## config.mk

```make
export PLATFORM = sky130hd
export DESIGN_NAME = tlv_frame_field_extractor
export DESIGN_NICKNAME = d
export VERILOG_FILES = /design/src/design/tlvfx_pkg.sv /design/src/design/tlv_frame_field_extractor.sv
export VERILOG_INCLUDE_DIRS = /design/src /design/src/design
export SDC_FILE = /design/constraint.sdc
export NUM_CORES = 1
export LEC_CHECK = 0
export ABC_AREA = 1
export BUFFER_PORTS_ARGS = -buffer_cell sky130_fd_sc_hd__buf_2
export CELL_PAD_IN_SITES_DETAIL_PLACEMENT = 1
export CELL_PAD_IN_SITES_GLOBAL_PLACEMENT = 1
export CORE_UTILIZATION = 45
export DETAILED_ROUTE_END_ITERATION = 10
export PLACE_DENSITY_LB_ADDON = 0.05
export SYNTH_ARGS = -nofsm -noshare
export SYNTH_HDL_FRONTEND = slang
export SYNTH_SLANG_ARGS = --single-unit
```

## constraint.sdc

```tcl
create_clock -name clk -period 11.2 [get_ports clk]
set_input_delay 2.24 -clock clk [delete_from_list [all_inputs] [get_ports clk]]
set_output_delay 2.24 -clock clk [all_outputs]
set_load 0.005 [all_outputs]
```

## src/design/assert_macros.svh

```systemverilog
// Assertion macros for the design files; the TLV frame field extractor includes them.
`ifndef ASSERT_MACROS_SVH
`define ASSERT_MACROS_SVH

// Property checked at every clock edge outside reset.
`define TLVFX_ASSERT(lbl, clk, rst_n, prop, msg) \
	lbl: assert property (@(posedge clk) disable iff (!rst_n) (prop)) else $error(msg);

// Consequent must hold in the cycle after the antecedent.
`define TLVFX_ASSERT_NEXT(lbl, clk, rst_n, ante, cons, msg) \
	lbl: assert property (@(posedge clk) disable iff (!rst_n) (ante) |=> (cons)) else $error(msg);

`endif

```

## src/design/tlvfx_pkg.sv

```systemverilog
// Types and constants of the TLV frame field extractor.
package tlvfx_pkg;

	localparam int FIELD_COUNT = 5;
	localparam int IDX_W       = 3;

	typedef logic [15:0] type_code_t;
	typedef logic [2:0]  status_t;

	// field slots, in register order
	localparam int FLD_CAP   = 0;
	localparam int FLD_VLAN  = 1;
	localparam int FLD_DUPLEX = 2;
	localparam int FLD_TRUST = 3;
	localparam int FLD_COS   = 4;

	localparam logic [IDX_W-1:0] REG_LIMIT = 3'd5;

	localparam status_t ST_OK          = 3'd0;
	localparam status_t ST_FRAME_SHORT = 3'd1;
	localparam status_t ST_PARTIAL_HDR = 3'd2;
	localparam status_t ST_LEN_OVER    = 3'd3;
	localparam status_t ST_LEN_SHORT   = 3'd4;

	localparam logic [15:0] HEADER_BYTES = 16'd4;
	localparam logic [2:0]  FRAME_MIN    = 3'd4;

	localparam type_code_t TYPE_RESET [FIELD_COUNT] = '{16'd4, 16'd10, 16'd11, 16'd18, 16'd19};
	localparam logic [15:0] BYTES_NEEDED [FIELD_COUNT] = '{16'd8, 16'd6, 16'd5, 16'd5, 16'd5};

endpackage

```

## src/design/tlv_frame_field_extractor.sv

```systemverilog
// TLV frame field extractor: walks a TLV chain byte by byte and reports fields per frame.
//
//  channel | handshake            | payload
//  --------+----------------------+---------------------------------------------------
//  in      | in_valid / in_stall  | data_byte, last_byte
//  out     | out_valid / out_stall| capabilities, native_vlan, duplex, trust_bitmap,
//          |                      | untrusted_cos, tlv_count, status
//  cfg     | cfg_we               | cfg_index, cfg_data
//
// One byte per cycle while in_stall is low; the result of a frame appears in the cycle after its last byte is accepted.
// Walk state updates in the accept cycle; the result sits in an output register.
// A stalled result holds the input off only while it is still waiting.
// Reset loads the default type codes and clears the frame state and out_valid.
module tlv_frame_field_extractor (
	input  logic        clk,
	input  logic        arst_n,
	input  logic        in_valid,
	output logic        in_stall,
	input  logic [7:0]  data_byte,
	input  logic        last_byte,
	output logic        out_valid,
	input  logic        out_stall,
	output logic [31:0] capabilities,
	output logic [15:0] native_vlan,
	output logic [7:0]  duplex,
	output logic [7:0]  trust_bitmap,
	output logic [7:0]  untrusted_cos,
	output logic [7:0]  tlv_count,
	output logic [2:0]  status,
	input  logic        cfg_we,
	input  logic [2:0]  cfg_index,
	input  logic [15:0] cfg_data
);

	`include "assert_macros.svh"

	localparam int NF = tlvfx_pkg::FIELD_COUNT;

	tlvfx_pkg::type_code_t type_q [NF];

	logic [15:0] pos_q, pos_n;
	logic [15:0] ctype_q, ctype_n;
	logic [15:0] clen_q, clen_n;
	logic [2:0]  seen_q, seen_n;
	logic [31:0] cap_q, cap_n;
	logic [15:0] vlan_q, vlan_n;
	logic [7:0]  dup_q, dup_n;
	logic [7:0]  trust_q, trust_n;
	logic [7:0]  cos_q, cos_n;
	logic [NF-1:0] found_q, found_n;
	logic [7:0]  count_q, count_n;
	tlvfx_pkg::status_t err_q, err_n;

	logic [NF-1:0] act;
	logic [NF-1:0] short_clr;
	logic          finish;
	logic [15:0]   len_full;
	logic          in_value_window;
	tlvfx_pkg::status_t st_n;
	logic          ok_n;

	logic        out_valid_q;
	logic [31:0] cap_out_q;
	logic [15:0] vlan_out_q;
	logic [7:0]  dup_out_q, trust_out_q, cos_out_q, count_out_q;
	tlvfx_pkg::status_t st_out_q;

	logic accept;

	assign in_stall = out_valid_q & out_stall;
	assign accept   = in_valid & ~in_stall;

	// config registers
	always_ff @(posedge clk or negedge arst_n) begin
		if (!arst_n) begin
			for (int k = 0; k < NF; k++) type_q[k] <= tlvfx_pkg::TYPE_RESET[k];
		end else if (cfg_we && cfg_index < tlvfx_pkg::REG_LIMIT) begin
			type_q[cfg_index] <= cfg_data;
		end
	end

	always_comb begin
		for (int k = 0; k < NF; k++) begin
			act[k] = ~found_q[k] && (type_q[k] == ctype_q);
		end
	end

	assign len_full        = {clen_q[15:8], data_byte};
	assign in_value_window = (pos_q[15:2] == 14'd1);

	// next walk state for the byte on the input
	always_comb begin
		pos_n     = pos_q;
		ctype_n   = ctype_q;
		clen_n    = clen_q;
		cap_n     = cap_q;
		vlan_n    = vlan_q;
		dup_n     = dup_q;
		trust_n   = trust_q;
		cos_n     = cos_q;
		found_n   = found_q;
		count_n   = count_q;
		err_n     = err_q;
		finish    = 1'b0;
		short_clr = '0;
		seen_n    = (seen_q < tlvfx_pkg::FRAME_MIN) ? seen_q + 3'd1 : seen_q;

		if (err_q == tlvfx_pkg::ST_OK) begin
			case (pos_q)
				16'd0: begin
					ctype_n = {data_byte, 8'h00};
					pos_n   = 16'd1;
				end
				16'd1: begin
					ctype_n = {ctype_q[15:8], data_byte};
					pos_n   = 16'd2;
				end
				16'd2: begin
					clen_n = {data_byte, 8'h00};
					pos_n  = 16'd3;
				end
				16'd3: begin
					clen_n = len_full;
					if (len_full < tlvfx_pkg::HEADER_BYTES) begin
						err_n = tlvfx_pkg::ST_LEN_SHORT;
					end else if (len_full == tlvfx_pkg::HEADER_BYTES) begin
						finish = 1'b1;
					end else begin
						pos_n = 16'd4;
					end
				end
				default: begin
					if (in_value_window) begin
						if (act[tlvfx_pkg::FLD_CAP]) begin
							case (pos_q[1:0])
								2'd0: cap_n[31:24] = data_byte;
								2'd1: cap_n[23:16] = data_byte;
								2'd2: cap_n[15:8]  = data_byte;
								default: cap_n[7:0] = data_byte;
							endcase
						end
						if (pos_q[1:0] == 2'd0) begin
							if (act[tlvfx_pkg::FLD_VLAN])   vlan_n[15:8] = data_byte;
							if (act[tlvfx_pkg::FLD_DUPLEX]) dup_n = data_byte;
							if (act[tlvfx_pkg::FLD_TRUST])  trust_n = data_byte;
							if (act[tlvfx_pkg::FLD_COS])    cos_n = data_byte;
						end else if (pos_q[1:0] == 2'd1) begin
							if (act[tlvfx_pkg::FLD_VLAN])   vlan_n[7:0] = data_byte;
						end
					end
					if (({1'b0, pos_q} + 17'd1) >= {1'b0, clen_q}) begin
						finish = 1'b1;
					end else begin
						pos_n = pos_q + 16'd1;
					end
				end
			endcase
		end

		// close the TLV: mark first hits, drop fields the TLV was too short for
		if (finish) begin
			for (int k = 0; k < NF; k++) begin
				if (act[k]) begin
					found_n[k]   = 1'b1;
					short_clr[k] = (clen_n < tlvfx_pkg::BYTES_NEEDED[k]);
				end
			end
			if (count_q != 8'hFF) count_n = count_q + 8'd1;
			pos_n = 16'd0;
		end
		if (short_clr[tlvfx_pkg::FLD_CAP])    cap_n = '0;
		if (short_clr[tlvfx_pkg::FLD_VLAN])   vlan_n = '0;
		if (short_clr[tlvfx_pkg::FLD_DUPLEX]) dup_n = '0;
		if (short_clr[tlvfx_pkg::FLD_TRUST])  trust_n = '0;
		if (short_clr[tlvfx_pkg::FLD_COS])    cos_n = '0;
	end

	always_comb begin
		if (seen_n < tlvfx_pkg::FRAME_MIN) begin
			st_n = tlvfx_pkg::ST_FRAME_SHORT;
		end else if (err_n != tlvfx_pkg::ST_OK) begin
			st_n = err_n;
		end else if (pos_n != 16'd0 && pos_n < tlvfx_pkg::HEADER_BYTES) begin
			st_n = tlvfx_pkg::ST_PARTIAL_HDR;
		end else if (pos_n >= tlvfx_pkg::HEADER_BYTES) begin
			st_n = tlvfx_pkg::ST_LEN_OVER;
		end else begin
			st_n = tlvfx_pkg::ST_OK;
		end
	end

	assign ok_n = (st_n == tlvfx_pkg::ST_OK);

	// frame state: advance on each beat, clear after the last one
	always_ff @(posedge clk or negedge arst_n) begin
		if (!arst_n) begin
			pos_q   <= '0;
			ctype_q <= '0;
			clen_q  <= '0;
			seen_q  <= '0;
			cap_q   <= '0;
			vlan_q  <= '0;
			dup_q   <= '0;
			trust_q <= '0;
			cos_q   <= '0;
			found_q <= '0;
			count_q <= '0;
			err_q   <= tlvfx_pkg::ST_OK;
		end else if (accept) begin
			if (last_byte) begin
				pos_q   <= '0;
				ctype_q <= '0;
				clen_q  <= '0;
				seen_q  <= '0;
				cap_q   <= '0;
				vlan_q  <= '0;
				dup_q   <= '0;
				trust_q <= '0;
				cos_q   <= '0;
				found_q <= '0;
				count_q <= '0;
				err_q   <= tlvfx_pkg::ST_OK;
			end else begin
				pos_q   <= pos_n;
				ctype_q <= ctype_n;
				clen_q  <= clen_n;
				seen_q  <= seen_n;
				cap_q   <= cap_n;
				vlan_q  <= vlan_n;
				dup_q   <= dup_n;
				trust_q <= trust_n;
				cos_q   <= cos_n;
				found_q <= found_n;
				count_q <= count_n;
				err_q   <= err_n;
			end
		end
	end

	always_ff @(posedge clk or negedge arst_n) begin
		if (!arst_n) begin
			out_valid_q <= 1'b0;
		end else if (accept && last_byte) begin
			out_valid_q <= 1'b1;
		end else if (!out_stall) begin
			out_valid_q <= 1'b0;
		end
	end

	always_ff @(posedge clk) begin
		if (accept && last_byte) begin
			cap_out_q   <= (ok_n && found_n[tlvfx_pkg::FLD_CAP])    ? cap_n   : '0;
			vlan_out_q  <= (ok_n && found_n[tlvfx_pkg::FLD_VLAN])   ? vlan_n  : '0;
			dup_out_q   <= (ok_n && found_n[tlvfx_pkg::FLD_DUPLEX]) ? dup_n   : '0;
			trust_out_q <= (ok_n && found_n[tlvfx_pkg::FLD_TRUST])  ? trust_n : '0;
			cos_out_q   <= (ok_n && found_n[tlvfx_pkg::FLD_COS])    ? cos_n   : '0;
			count_out_q <= count_n;
			st_out_q    <= st_n;
		end
	end

	assign out_valid     = out_valid_q;
	assign capabilities  = cap_out_q;
	assign native_vlan   = vlan_out_q;
	assign duplex        = dup_out_q;
	assign trust_bitmap  = trust_out_q;
	assign untrusted_cos = cos_out_q;
	assign tlv_count     = count_out_q;
	assign status        = st_out_q;

	`TLVFX_ASSERT_NEXT(a_last_gives_result, clk, arst_n, accept && last_byte, out_valid_q, "last beat did not produce a result")
	`TLVFX_ASSERT_NEXT(a_frame_cleared, clk, arst_n, accept && last_byte, seen_q == 3'd0 && found_q == '0 && pos_q == 16'd0, "frame state not cleared after last beat")
	`TLVFX_ASSERT(a_error_zeroes_fields, clk, arst_n, !out_valid_q || st_out_q == tlvfx_pkg::ST_OK || (cap_out_q == '0 && vlan_out_q == '0 && dup_out_q == '0 && trust_out_q == '0 && cos_out_q == '0), "fields nonzero with error status")
	`TLVFX_ASSERT(a_err_code_kind, clk, arst_n, err_q == tlvfx_pkg::ST_OK || err_q == tlvfx_pkg::ST_LEN_SHORT, "unexpected walk error code")

endmodule

```

# --- After elaboration in Yosys (flattened, before gate mapping) ---
# Index checks and enable logic that the tools add are counted.
# Widths: inputs -> output; s select.
classes:
  muxes: 90
  bitwise: 9
  n_addsub: 4
  eq_ne: 15
  reduce_logical: 28
  n_lt_le_gt_ge: 12
ops:
  columns: ["operator", "count"]
  rows:
  - ["$mux 8", 33]
  - ["$mux 16", 16]
  - ["$mux 32", 6]
  - ["$bwmux 80", 1]
  - ["$eq 16x16->1", 5]
  - ["$lt 16x3->1 const B", 4]
  - ["$pmux 16 s2", 2]
  - ["$pmux 16 s4", 1]
  - ["$demux 16 s3", 1]
  - ["$eq 16x2->1 const B", 2]
  - ["$mux 3", 8]
  - ["$add 16x1->17 const B", 1]
  - ["$ge 17x16->1", 1]
  - ["$add 16x1->16 const B", 1]
  - ["$eq 16x1->1 const B", 1]
  - ["$eq 16x3->1 const B", 1]
  - ["$ge 16x3->1 const B", 1]
  - ["$logic_not 16->1", 1]
  - ["$lt 16x4->1 const B", 1]
  - ["$mux 1", 16]
  - ["$reduce_bool 16->1", 1]
  - ["$mux 5", 3]
  - ["$eq 14x1->1 const B", 1]
  - ["$logic_and 1x1->1", 14]
  - ["other kinds (23)", 36]
totals:
  input_bits: 33
  reg_bits: 303

# --- Depth between registers and ports, before layout ---
depth:
  ltp_word: 13
  mapped_depth: 30

# --- Worst setup path before layout ---
# OpenSTA, ideal clock, no wires.
synth_timing:
  path_kind: "input-to-reg"
  from: "in out_stall"
  to: "reg seen_q[1]"
  arrival_ps: 7169
  setup_slack_ps: 3898
  path_stages: 7
  path_buffers: 1
  setup_ps: 133
  path_cell_list: "nand2_1 > nand2_1 > clkbuf_1 > nor2_1 > inv_1 > nand3_1 > o21ai_0"
synth_via:
  elab_chain_len: 3
synth_lines:
  columns: ["item", "line", "source"]
  rows:
  - ["start: declaration", "tlv_frame_field_extractor.sv:22", "input logic out_stall,"]
  - ["$and 1x1->1", "tlv_frame_field_extractor.sv:70", "assign in_stall = out_valid_q & out_stall;"]
  - ["$not 1->1", "tlv_frame_field_extractor.sv:71", "assign accept = in_valid & ~in_stall;"]
  - ["$and 1x1->1", "tlv_frame_field_extractor.sv:71", null]
  - ["end signal: assignment", "tlv_frame_field_extractor.sv:227", "seen_q <= seen_n;"]
  - ["end: declaration", "tlv_frame_field_extractor.sv:44", "logic [2:0] seen_q, seen_n;"]
# Every way passes these cells.
# A chain may end at the register's enable or synchronous reset.

# --- Worst setup path in the final report ---
layout_timing:
  from: "reg pos_q[0]"
  to: "reg cap_out_q[16] (netlist: capabilities[16]), data pin"
layout_via:
  elab_chain_len: 13
layout_lines:
  columns: ["item", "line", "source"]
  rows:
  - ["start: declaration", "tlv_frame_field_extractor.sv:41", "logic [15:0] pos_q, pos_n;"]
  - ["start signal: assignment", "tlv_frame_field_extractor.sv:224", "pos_q <= pos_n;"]
  - ["$add 16x1->17", "tlv_frame_field_extractor.sv:151", "if (({1'b0, pos_q} + 17'd1) >= {1'b0, clen_q}) begin"]
  - ["$ge 17x16->1", "tlv_frame_field_extractor.sv:151", null]
  - ["$mux 16 / $mux 1 (equally long branches)", "tlv_frame_field_extractor.sv:151", null]
  - ["$pmux 16 s4 / $pmux 1 s2 (equally long branches)", "tlv_frame_field_extractor.sv:109", "case (pos_q)"]
  - ["$mux 16 / $mux 1 (equally long branches)", "tlv_frame_field_extractor.sv:108", "if (err_q == tlvfx_pkg::ST_OK) begin"]
  - ["$mux 16", "tlv_frame_field_extractor.sv:161", "if (finish) begin"]
  - ["$ge 16x3->1, or another cell as far along", "tlv_frame_field_extractor.sv:185", "end else if (pos_n >= tlvfx_pkg::HEADER_BYTES) begin"]
  - ["$mux 2 / $logic_and 1x1->1 (equally long branches)", "tlv_frame_field_extractor.sv:185, tlv_frame_field_extractor.sv:183", null]
  - ["$mux 2", "tlv_frame_field_extractor.sv:183", "end else if (pos_n != 16'd0 && pos_n < tlvfx_pkg::HEADER_BYTES) begin"]
  - ["$mux 3", "tlv_frame_field_extractor.sv:181", "end else if (err_n != tlvfx_pkg::ST_OK) begin"]
  - ["$mux 3", "tlv_frame_field_extractor.sv:179", "if (seen_n < tlvfx_pkg::FRAME_MIN) begin"]
  - ["$logic_not 3->1", "tlv_frame_field_extractor.sv:192", "assign ok_n = (st_n == tlvfx_pkg::ST_OK);"]
  - ["$logic_and 1x1->1", "tlv_frame_field_extractor.sv:252", "cap_out_q <= (ok_n && found_n[tlvfx_pkg::FLD_CAP]) ? cap_n : '0;"]
  - ["end signal: assignment", "tlv_frame_field_extractor.sv:252", null]
  - ["end: declaration", "tlv_frame_field_extractor.sv:63", "logic [31:0] cap_out_q;"]
# Several ways; a longest one is shown, not always the timed one.

==> impl_metrics.py <==
metrics = {
    "grt": {
        "gr-total-overflow": 0,
        "grt_pass1_wl_mm": 71.7,
        "antenna_found_initial": 0,
        "grt_use_total": 0.269,
        "grt_pass1_vias": 12976,
        "grt_start_max_net_pins": 94,
    },
    "routing": {
        "num_vias": 12517,
        "drtIter0Drc": 699,
        "drt_wl_total_mm": 44.7,
        "antenna_left": 0,
        "vias_per_cell": 5.46,
        "drt_first_pass_iters": 5,
        "drc": 0,
        "wire_per_inst_um": 19.5,
    },
    "clock_network": {
        "numCtsBuffers": 36,
        "ctsResizeCount": 0,
        "cts_tree": "built",
        "postCtsHoldBufs": 0,
        "clockBufferDepth": 3,
        "htree_levels": 2,
        "clk_pin_slew_ns": 0.06,
        "clockRootBuffer": "clkbuf_16",
        "clock_sinks": 303,
        "clock_latency_ns": 0.53,
        "cts_setup_buffers": 0,
    },
    "final_layout": {
        "syn_to_final_growth_pct": 13.2,
        "fin_cells": 2291,
        "nets": 1876,
        "antenna_cells": 0,
        "drive_gt1_frac": 0.138,
    },
    "logic_synthesis": {
        "synth_top_area_cell": "dfrtp_1",
        "synthArstFlopShare": 0.726,
        "ys_seq_area_frac": 0.530,
        "synthDistinctLibCells": 49,
        "synthMostInstantiatedCell": "nand2_1",
        "synth_edf_count": 83,
        "synth_area_leaders": "dfrtp_1, edfxtp_1, nand2_1",
        "syn_nets": 1801,
        "synthCells": 1746,
        "ys_seq_elements": 303,
        "synth_common_cells": "nand2_1, o21ai_0, dfrtp_1, inv_1, nor2_1",
        "synth_top_area_frac": 0.346,
        "synth.cell_area_um2": 15100,
        "synth_ff_type": "dfrtp_1",
        "yosys_warnings": 0,
        "syn_avg_cell_area_um2": 8.66,
    },
    "hold_path": {
        "hold_path_depth": 2,
        "hp-class": "flip-flop to flip-flop",
    },
    "setup_path": {
        "end_kind": "flip-flop",
        "cpLargestDelayFamily": "simple AND/OR/NAND/NOR gates",
        "crit_top_cell": "nand2_1",
        "arrival_ns": 5.59,
        "path_class": "flip-flop to flip-flop",
        "rr_worst_depth": 26,
        "critPathSlowestCell": "o21ai_2",
        "cp_data_required_time_ns": 11.45,
        "path_buf_inv": 2,
        "critical_path.max_stage_delay_ns": 0.63,
        "start_kind": "flip-flop",
        "cp.depth": 26,
        "worstPathMaxFanout": 32,
    },
    "sta": {
        "hold_violations": 0,
        "tightest_slew_ns": 1.17,
        "finalSetupViolations": 0,
        "clock_skew_ns": 0.0155,
        "rsz0062_at_grt": "no",
        "period_minus_slack_ns": 5.34,
        "fmax_ghz": 0.187,
        "finalSetupTns_ns": 0,
        "fin_crit_sh": 0.477,
        "slew_violations": 0,
        "slew_headroom": 0.217,
    },
    "power": {
        "power_density_nw_per_um2": 204,
        "p_leak_nw": 7.45,
        "ir_worst_vdd_uv": 135,
    },
    "run": {
        "drv_cap": 0,
    },
    "floorplan": {
        "ios": 118,
        "die_area_um2": 34300,
        "dieHeight_um": 185,
        "core_area_um2": 32800,
        "fp-row-count": 66,
        "initial_core_util": 0.461,
        "die_x_um": 185,
    },
    "placement": {
        "io_buffers": 117,
        "hpwl_mm": 30.0,
        "dp_cells": 2225,
        "gp_congestion": 0.844,
    },
    "run_status": {
        "status": "complete, no violations",
    },
}
==> power breakdown <==
part	total, mW	internal [mW]	leakage [nW]	switching (mW)
logic	0.958	0.314	3.15	0.644
registers	1.38	1.25	3.71	0.130
clock network	1.16	0.696	0.584	0.464
==> stage by stage <==
step                      power (mW)  hold slack (ns)  instance area (um2)   util  setup WS (ns)
final                           3.50            0.487                17100  0.522           5.86
after global routing            3.68            0.502                17100  0.522           5.31
after CTS                       3.53            0.491                17100  0.522           5.78
after detailed placement        2.36            0.476                15900  0.486           5.54
after global placement          2.33            0.467                15900  0.486           5.72
after floorplan                 2.09            0.453                15100      -           3.90
==> final timing paths <==
path | startpoint | slack (ns) | endpoint
hold reg to reg | cos_q[4] | 0.49 | cos_q[4]
max in group asynchronous | arst_n | 7.20 | type_q[73]
min in group asynchronous | arst_n | 1.77 | pos_q[11]
setup reg to reg | pos_q[0] | 5.86 | capabilities[16]
hold / removal | cos_q[4] | 0.49 | cos_q[4]
setup / recovery | pos_q[0] | 5.86 | capabilities[16]
==> state kept, by name, summed over array words and instances (netlist names), 16 cells and up <==
name / cells
cap_q: 32
pos_q: 16
capabilities: 32
clen_q: 16
vlan_q: 16
ctype_q: 16
type_q: 80
native_vlan: 16
==> worst reg2reg max path, cell delays in order (launching register included) <==
cell	delay, ns
dfrtp_1	0.51
ha_1	0.45
nand3_2	0.19
nor2_4	0.22
nand2_1	0.09
xor2_1	0.25
ha_1	0.30
nand2_1	0.09
inv_1	0.06
nand2_1	0.06
nand2_1	0.04
nand2_1	0.05
nand2_1	0.07
o21ai_2	0.63
nand2_4	0.30
nand2_2	0.16
nand2_1	0.07
nand2_2	0.29
nand3_1	0.19
nand2_1	0.11
inv_1	0.05
nand2_1	0.05
nor2_1	0.06
nand2_1	0.11
nand2_4	0.13
nand4_4	0.43
nor2_1	0.12
==> cells by family after synthesis <==
group,share of synthesized area
compound gates,0.125
buf+inv,0.0622
flops,0.530
xor+xnor,0.0452
simple gates,0.219
fa+ha+maj,0.0182
==> layout by cell type, fill, tap and decap left out, types with 5 or more instances in the layout <==
cell	count
o22ai_1	40
clkbuf_8	11
buf_2	116
nand2_1	474
xor2_1	24
ha_1	22
clkbuf_1	11
o211ai_1	5
buf_4	8
o21ai_1	30
edfxtp_1	83
nor2_2	23
dfstp_2	11
nor3_1	13
and2_1	6
nor2_1	114
a21oi_1	37
nand4_1	29
inv_2	6
xnor2_1	54
nand3_2	6
dfrtp_1	209
or2_2	7
nand3_1	56
o21ai_0	225
inv_1	137
clkbuf_16	38
==> metal layers <==
metal	vias to the layer above	global-route usage	part of all wire
met5	-	0	0
met4	0	0.0790	0.026
met3	65	0.0317	0.033
met2	242	0.457	0.49
met1	6296	0.360	0.46
li1	5914	-	-
==> cell type report <==
cell class,instances,area (um2)
fill,3906,15700
tap,442,553
timing repair buffer,125,656
clock inverter,6,40.0
sequential,303,8010
inverter,144,541
clock buffer,60,1140
multi-input combinational,1211,6180
Power figures use the tool's default switching activity.
